==> config.mk <==
export PLATFORM = sky130hd
export DESIGN_NAME = cbf_mac
export DESIGN_NICKNAME = d
export VERILOG_FILES = /design/src/rtl/cbf_pkg.sv /design/src/rtl/cbf_mac.sv
export SDC_FILE = /design/constraint.sdc
export NUM_CORES = 1
export LEC_CHECK = 0
export BUFFER_PORTS_ARGS = -buffer_cell sky130_fd_sc_hd__clkbuf_2
export CAP_MARGIN = 20
export CORE_MARGIN = 2
export CORE_UTILIZATION = 55
export CTS_CLUSTER_SIZE = 16
export DETAILED_ROUTE_END_ITERATION = 8
export PLACE_DENSITY_LB_ADDON = 0.08
export SYNTH_ARGS = -nofsm -noshare
export SYNTH_HDL_FRONTEND = slang
export SYNTH_SLANG_ARGS = --single-unit
==> constraint.sdc <==
create_clock -name i_clk -period 15.32 [get_ports i_clk]
set_input_delay 1.532 -clock i_clk [delete_from_list [all_inputs] [get_ports i_clk]]
set_output_delay 1.532 -clock i_clk [all_outputs]
set_load 0.03 [all_outputs]
==> src/rtl/cbf_pkg.sv <==
// ----------------------------------------------------------------------------
// cbf_pkg: shared types and constants of the circular buffer FIR filter
// Field widths, operation codes and the control and status bundles between
// the sequencer and the multiply-accumulate unit.
// ----------------------------------------------------------------------------
package cbf_pkg;

    localparam int SAMPLE_W   = 16;
    localparam int COEF_DEPTH = 512;
    localparam int COEF_AW    = 9;
    localparam int TAP_W      = 10;
    localparam int PROD_W     = 32;
    localparam int ACC_W      = 41;

    localparam logic [TAP_W-1:0] TAP_RESET = TAP_W'(COEF_DEPTH);

    // Operation codes carried on the input channel.
    localparam logic OP_LOAD = 1'b0;
    localparam logic OP_PUSH = 1'b1;

    typedef struct packed {
        logic clear;
        logic valid;
    } t_mac_ctrl;

    typedef struct packed {
        logic                    busy;
        logic signed [ACC_W-1:0] acc;
    } t_mac_stat;

endpackage

==> src/rtl/cbf_mac.sv <==
// ----------------------------------------------------------------------------
// cbf_mac: multiply-accumulate unit
// Registers the product of a sample and a coefficient, then adds it into
// a full-precision accumulator.
// ----------------------------------------------------------------------------
module cbf_mac (
    input  logic                                i_clk,
    input  logic                                i_rst_n,
    input  cbf_pkg::t_mac_ctrl                  i_ctrl,
    input  logic signed [cbf_pkg::SAMPLE_W-1:0] i_sample,
    input  logic signed [cbf_pkg::SAMPLE_W-1:0] i_coef,
    output cbf_pkg::t_mac_stat                  o_stat
);
    import cbf_pkg::*;

    logic signed [PROD_W-1:0] r_prod;
    logic                     r_prod_v;
    logic signed [ACC_W-1:0]  r_acc;

    always_ff @(posedge i_clk) begin
        if (!i_rst_n) begin
            r_prod_v <= 1'b0;
            r_acc    <= '0;
        end else begin
            r_prod_v <= i_ctrl.valid;
            if (i_ctrl.clear) begin
                r_acc <= '0;
            end else if (r_prod_v) begin
                r_acc <= r_acc + ACC_W'(r_prod);
            end
        end
        r_prod <= i_sample * i_coef;
    end

    assign o_stat.busy = r_prod_v;
    assign o_stat.acc  = r_acc;
endmodule

# Word-level counts from Yosys, hierarchy flattened
# Cells that the tools add are included.
# op_classes
addsub,1
mul,1
bitwise_logic,1
n_reduce_logical,1
# op_table
cell,n
adder 41 x 32 -> 41 bit,1
multiplier 16 x 16 -> 32 bit,1
OR reduction 2 bit,1
NOT 1 bit,1
# word_totals
regBits,74
inputBits,36
output_inout_bits,42
elab_cells,7

# Longest topological paths before layout
# Gate-level depths: netlist (run 1).
# depth
depth_word,2
mapped_depth,24

# Worst setup path before layout (run 1)
# No wires, ideal clock.
# synth_path
kind,input to register
startpoint,input i_sample[15] (netlist bit)
endpoint,register r_prod[30]
t_arrival_ps,7196
required_time_ps,15202
slack_ps,8006
cell_stages,21
n_path_buf,1
cell_sequence,clkbuf_1 > nand2_1 > inv_1 > fa_1 > fa_1 > fa_1 > fa_1 > fa_1 > inv_1 > fa_1 > inv_1 > ha_1 > and4_1 > and3_1 > a221oi_1 > a21bo_2 > o22ai_1 > o21ai_0 > o211a_1 > o41a_1 > xor2_1
# synth_via
elab_chain_len,1
# synth_lines
item,line,rtl
start: declaration,cbf_mac.sv:10,"input logic signed [cbf_pkg::SAMPLE_W-1:0] i_sample,"
multiplier 16 x 16 -> 32 bit,cbf_mac.sv:32,r_prod <= i_sample * i_coef;
end signal: assignment,cbf_mac.sv:32,
end: declaration,cbf_mac.sv:16,logic signed [PROD_W-1:0] r_prod;
# No other way between the ends.
# A chain may end at the register's enable or synchronous reset.

# Worst setup path after layout (run 1)
# layout_path
startpoint,input i_coef[1] (netlist bit)
endpoint,register r_prod[30]
# layout_via
elab_chain_len,1
# layout_lines
item,line,rtl
start: declaration,cbf_mac.sv:11,"input logic signed [cbf_pkg::SAMPLE_W-1:0] i_coef,"
multiplier 16 x 16 -> 32 bit,cbf_mac.sv:32,
# No other way between the ends.

==> impl_metrics.yaml, run 1 <==
run_status:
  status: "finished, final reports clean"
timing:
  setup_ws_ns: 7.86
  fin_crit_ns: 7.46
  rsz0062_at_grt: "false"
  clock_skew_ns: 0.0146
  worst_hold_slack_ns: 0.468
  slew_headroom_pct: 29.7
  fin_crit_sh_pct: 48.7
  fmax_ghz: 0.134
  fin_setup_tns_ns: 0
  hold_viol_final: 0
  setup_viol: 0
  worst_pin_slew_ns: 1.05
  maxSlewViolCount: 0
clock_tree:
  htree_levels: 3
  holdBufCountCts: 0
  cts_tree: "done"
  cts_buffer_depth: 2
  cts_resized: 0
  clk_latency_ns: 0.34
  numCtsBuffers: 9
  clk_pin_slew_worst_paths_ns: 0.06
  cts_root_buf: "clkbuf_16"
  clock_sinks: 74
  cts_setup_buffers: 0
global_routing:
  antenna_found_initial: 0
  grt_max_degree: 43
  track_usage_pct: 26.0
  grt_pass1_vias: 10575
  gr-total-overflow: 0
  grt_pass1_wl_um: 54500
placed_design:
  dp_hpwl_um: 27500
  gp_congestion: 0.865
  place_area_um2: 14600
  portBuffers: 77
  place_ws_ns: 7.52
drt:
  drt_iter0_markers: 591
  dr.pass1.iters: 5
  ant_nets: 0
  remaining_drc_errors: 0
  num_vias: 10503
  viasPerCell: 5.43
  drt_wl_total_um: 33500
  wl_per_cell_um: 17.3
worst_setup_path:
  cp_max_fo: 16
  r2r_setup_slack_ns: 12.06
  reg2reg_depth: 12
  cp-start-kind: "input pin"
  r2r-end: "r_acc[40]$_SDFFE_PP0P_"
  reg2reg_from: "r_acc[0]$_SDFFE_PP0P_"
  critPathRequiredTime_ns: 15.55
  end_kind: "flip-flop"
  worstSetupPathType: "in -> reg"
  critPathArrivalTime_ns: 7.69
die:
  ios: 78
  dieArea_um2: 26800
  placementRows: 58
  die_h_um: 164
  start_util_pct: 55.8
  core_um2: 25100
  chipWidth_um: 164
logic_synthesis:
  synth.distinct_cells: 59
  ys_seq_area_share_pct: 10.6
  avgSynthCellArea_um2: 8.97
  synth.most_common_cell: "inv_1"
  synthTopCellsByArea: "fa_1 38%, ha_1 11%, dfxtp_1 11%, inv_1 7.8%, and2_1 5.8%"
  netlist_area_um2: 14000
  synth-edff-count: 0
  synth_top_area_share_pct: 37.6
  syn_nets: 1983
  synth_ff_type: "dfxtp_1"
  yosys.area.top_type: "fa_1"
  synthTopCellsByCount: "290 x inv_1, 263 x fa_1, 162 x nand2_1"
  synth_warnings: 0
  syn-instance-count: 1562
  async_flop_share_pct: 0
  synth_seq_cells: 74
hold_path:
  hold_path.class: "reg -> reg"
  worstHoldStart: "r_acc[40]$_SDFFE_PP0P_"
  min_to: "r_acc[40]$_SDFFE_PP0P_"
  hold_depth: 2
cells_and_area:
  nFillCells: 2314
  drive_gt1_share_pct: 6.60
  diodes: 0
  multi_input_area_um2: 11200
  syn_to_final_growth_pct: 6.64
  final_area_um2: 14900
  finalNetCount: 2021
  regArea_um2: 1480
job:
  drv_cap: 0
[cell families after synthesis]
group                    synth area share (%)
AO/OA/AOI/OAI                            9.88
flip-flops                               10.6
buffers and inverters                    9.23
AND/OR/NAND/NOR                          16.4
adder cells (fa/ha/maj)                  48.5
XOR/XNOR                                 3.88
multiplexers                             1.50
[stage by stage]
stage | utilization [%] | cells
after global placement | 58.2 | 1919
after detailed placement | 58.2 | 1919
after CTS | 59.5 | 1935
after floorplan | - | 1562
final | 59.5 | 1935
after global routing | 59.5 | 1935
[flip-flops by register name, indices dropped and copies added, names as in the netlist]
register,flops
r_prod,32
r_prod_v,1
r_acc,41
[critical path, cell delays in order]
cell and delay [ns]:
clkbuf_2 0.27, nand2_1 0.20, inv_1 0.10, fa_1 0.76, fa_1 0.50, fa_1 0.49, fa_1 0.50, fa_1 0.48
inv_1 0.05, fa_1 0.47, inv_1 0.04, ha_1 0.30, and4_1 0.24, and3_1 0.18, a221oi_1 0.23, a21bo_2 0.27
o22ai_1 0.30, o21ai_0 0.13, o211a_1 0.16, o41a_1 0.32, xor2_1 0.15
[metal layers]
layer	wire length (um)	GRT usage (%)	vias up	part of all wire [%]
met3	1580	2.23	34	4.7
met5	0	0	-	0
met2	16200	43.9	261	48
met1	15100	36.8	5219	45
met4	610	5.46	0	1.8
li1	-	-	4989	-
[how the worst max path moves through the flow]
stage,depth (start not counted),to,slack (ns),startpoint
3_5_place_dp,21,r_prod[30]$_DFF_P_,7.52,i_coef[1]
4_1_cts,21,r_prod[30]$_DFF_P_,7.88,i_coef[1]
3_3_place_gp,21,r_prod[30]$_DFF_P_,7.57,i_coef[1]
2_1_floorplan,21,r_prod[30]$_DFF_P_,8.01,i_sample[15]
5_1_grt,21,r_prod[30]$_DFF_P_,7.51,i_coef[1]
6_report,21,r_prod[30]$_DFF_P_,7.86,i_coef[1]
[layout by cell type (no fill, tap or decap), types with 21 or more instances in the layout]
master      n
ha_1      122
fa_1      263
o21ai_0    34
mux2i_1    21
clkbuf_2   77
nor2_1     76
a21oi_1    63
dfxtp_1    73
nand3_1    23
a21o_1     26
nand2_1   162
and2_1    130
xnor2_1    45
inv_1     290
[layout make-up]
type | count | share of cell area [%]
clock buffer | 10 | 1.60
clock inverter | 6 | 0.486
inverter | 290 | 7.29
multi-input combinational | 1145 | 75.2
sequential | 74 | 9.93
tap | 330 | 2.76
timing repair buffer | 80 | 2.73
Power of run 1 is left out: the tool's default activity adds up to more than one toggle a clock period on the data nets, which glitch-free logic cannot reach.
==> run 2, diff against run 1 <==
ABC_AREA = 1   (was default)
clock period = 7.1 ns   (was 15.32 ns; I/O delays follow)
==> run 2 against run 1 <==
Worst setup slack worse by 6.9 ns. Non-clock buffer count stayed put. Core utilization fell by 0.17 points. Clock skew shrank 0.0054 ns. Critical path depth down 2. First-iteration DRC count up 10%. Register-to-register slack lost 7.6 ns. Hold slack gained 0.017 ns. Cell area grew 11%. Synthesized cell count up 40%. Sequential share of layout area decreased by 0.95 points. Global-route usage grew 2.3 points.
==> impl_metrics.yaml, run 2 <==
run_status:
  status: "finished, final reports clean"
logic_synthesis:
  syn-instance-count: 2188
  synth_top_area_share_pct: 33.7
  ys_seq_area_share_pct: 9.49
  synth.distinct_cells: 44
  synth-edff-count: 0
  async_flop_share_pct: 0
  synth.most_common_cell: "inv_1"
  synthTopCellsByCount: "576 x inv_1, 546 x nand2_1, 263 x fa_1"
  synth_warnings: 0
  synth_ff_type: "dfxtp_1"
  netlist_area_um2: 15600
  syn_nets: 2609
  yosys.area.top_type: "fa_1"
  avgSynthCellArea_um2: 7.14
  synth_seq_cells: 74
  synthTopCellsByArea: "fa_1 34%, inv_1 14%, nand2_1 13%, ha_1 9.8%, dfxtp_1 9.5%"
worst_setup_path:
  cp-start-kind: "input pin"
  cp_max_fo: 16
  critPathRequiredTime_ns: 7.38
  end_kind: "flip-flop"
  worstSetupPathType: "in -> reg"
  critPathArrivalTime_ns: 6.43
  reg2reg_from: "r_acc[0]$_SDFFE_PP0P_"
  cp_slowest_cell: "fa_1"
  reg2reg_depth: 13
  path_cells: "clkbuf_2 > nand2_1 > inv_1 > fa_1 > fa_1 > fa_1 > fa_1 > fa_1 > inv_1 > fa_1 > inv_1 > ha_1 > nand2_1 > nor2_1 > inv_1 > nor2_1 > inv_1 > o211ai_1 > xor2_1"
  path_common_cell: "fa_1"
  cpPeakStageDelay_ns: 0.88
  crit_start: "i_coef[1]"
clock_tree:
  holdBufCountCts: 0
  cts_setup_buffers: 0
  cts_root_buf: "clkbuf_16"
  cts_buffer_depth: 2
  clock_sinks: 74
  clk_latency_ns: 0.35
  numCtsBuffers: 9
  clk_pin_slew_worst_paths_ns: 0.06
  cts_resized: 0
  cts_tree: "done"
  htree_levels: 3
cells_and_area:
  mostFrequentLayoutCells: "576 x inv_1, 546 x nand2_1, 263 x fa_1"
  final_common_cell: "inv_1"
  largest_reg_flops: 41
  largest_register: "r_acc"
  drive_gt1_share_pct: 6.15
  diodes: 0
  reg.largest.list: "r_acc: 41 flops, r_prod: 32 flops, r_prod_v: 1 flops"
  syn_to_final_growth_pct: 5.80
  finalNetCount: 2629
timing:
  maxSlewViolCount: 0
  clock_skew_ns: 0.00917
  worst_pin_slew_ns: 0.747
  slew_headroom_pct: 50.2
  fin_setup_tns_ns: 0
  fin_crit_ns: 6.15
  hold_viol_final: 0
  setup_viol: 0
  fin_crit_sh_pct: 86.7
  rsz0062_at_grt: "false"
  fmax_ghz: 0.163
die:
  ios: 78
  chipWidth_um: 173
  dieArea_um2: 29800
  die_h_um: 173
  core_um2: 27900
  placementRows: 61
  start_util_pct: 56.1
drt:
  remaining_drc_errors: 0
  wl_per_cell_um: 15.8
  ant_nets: 0
  viasPerCell: 5.08
  dr.pass1.iters: 5
  drt_wl_total_um: 41000
  num_vias: 13174
  drt_iter0_markers: 652
global_routing:
  gr-total-overflow: 0
  grt_pass1_wl_um: 67000
  grt_pass1_vias: 13610
  antenna_found_initial: 0
  grt_max_degree: 68
  track_usage_pct: 28.3
placed_design:
  portBuffers: 77
  dp_hpwl_um: 34900
  gp_congestion: 0.976
hold_path:
  hold_path.class: "reg -> reg"
  worstHoldStart: "r_acc[0]$_SDFFE_PP0P_"
  hold_depth: 2
job:
  drv_cap: 0
## run 2: final cells by class
cell class                      count  area [um^2]
Multi-Input combinational cell   1466        11700
Clock buffer                       12          246
Sequential cell                    74         1480
Timing Repair Buffer               80          408
Inverter                          577         2170
Clock inverter                      4         51.3
Fill cell                        2671        11300
Tap cell                          378          473
## run 2: logic make-up (layout without fill, tap and decap cells)
| logic type | after synthesis | after routing | synth area share [%] |
|---|---|---|---|
| AND/OR/NAND/NOR | 845 | 845 | 21.8 |
| buffers and inverters | 648 | 673 | 15.6 |
| AO/OA/AOI/OAI | 185 | 185 | 6.75 |
| adder cells (fa/ha/maj) | 385 | 385 | 43.5 |
| flip-flops | 74 | 74 | 9.49 |
| XOR/XNOR | 51 | 51 | 2.86 |
## run 2: final timing paths
check | to | slack, ns
min reg2reg | r_acc[0]$_SDFFE_PP0P_ | 0.48
min | r_acc[0]$_SDFFE_PP0P_ | 0.48
max | r_prod[23]$_DFF_P_ | 0.95
max reg2reg | r_acc[28]$_SDFFE_PP0P_ | 4.44
## run 2: layer usage
metal	wire, um	global-route usage [%]	vias to the layer above
met5	0	0	-
met4	1850	12.7	0
met3	1690	2.32	110
met2	19700	49.7	368
met1	17800	35.5	6249
li1	-	-	6447
## run 2: metrics by stage
step	hold WS [ns]	std cells	cell area [um^2]	worst slack [ns]	utilization [%]
2_1_floorplan	0.587	2188	15600	1.25	-
3_3_place_gp	0.467	2575	16200	0.664	58.2
3_5_place_dp	0.480	2575	16200	0.631	58.2
4_1_cts	0.488	2591	16500	0.988	59.3
5_1_grt	0.527	2591	16500	0.665	59.3
6_report	0.484	2591	16500	0.947	59.3
## run 2: worst max-delay path: cells and delay by family
family	cells	cell delay, ns
AOI/OAI and AO/OA	1	0.33
xor gates and xnor gates	1	0.17
adders and majority gates	7	3.84
buffers and inverters	6	0.66
and+or+nand+nor	4	0.71
Power of run 2 is left out for the same reason.
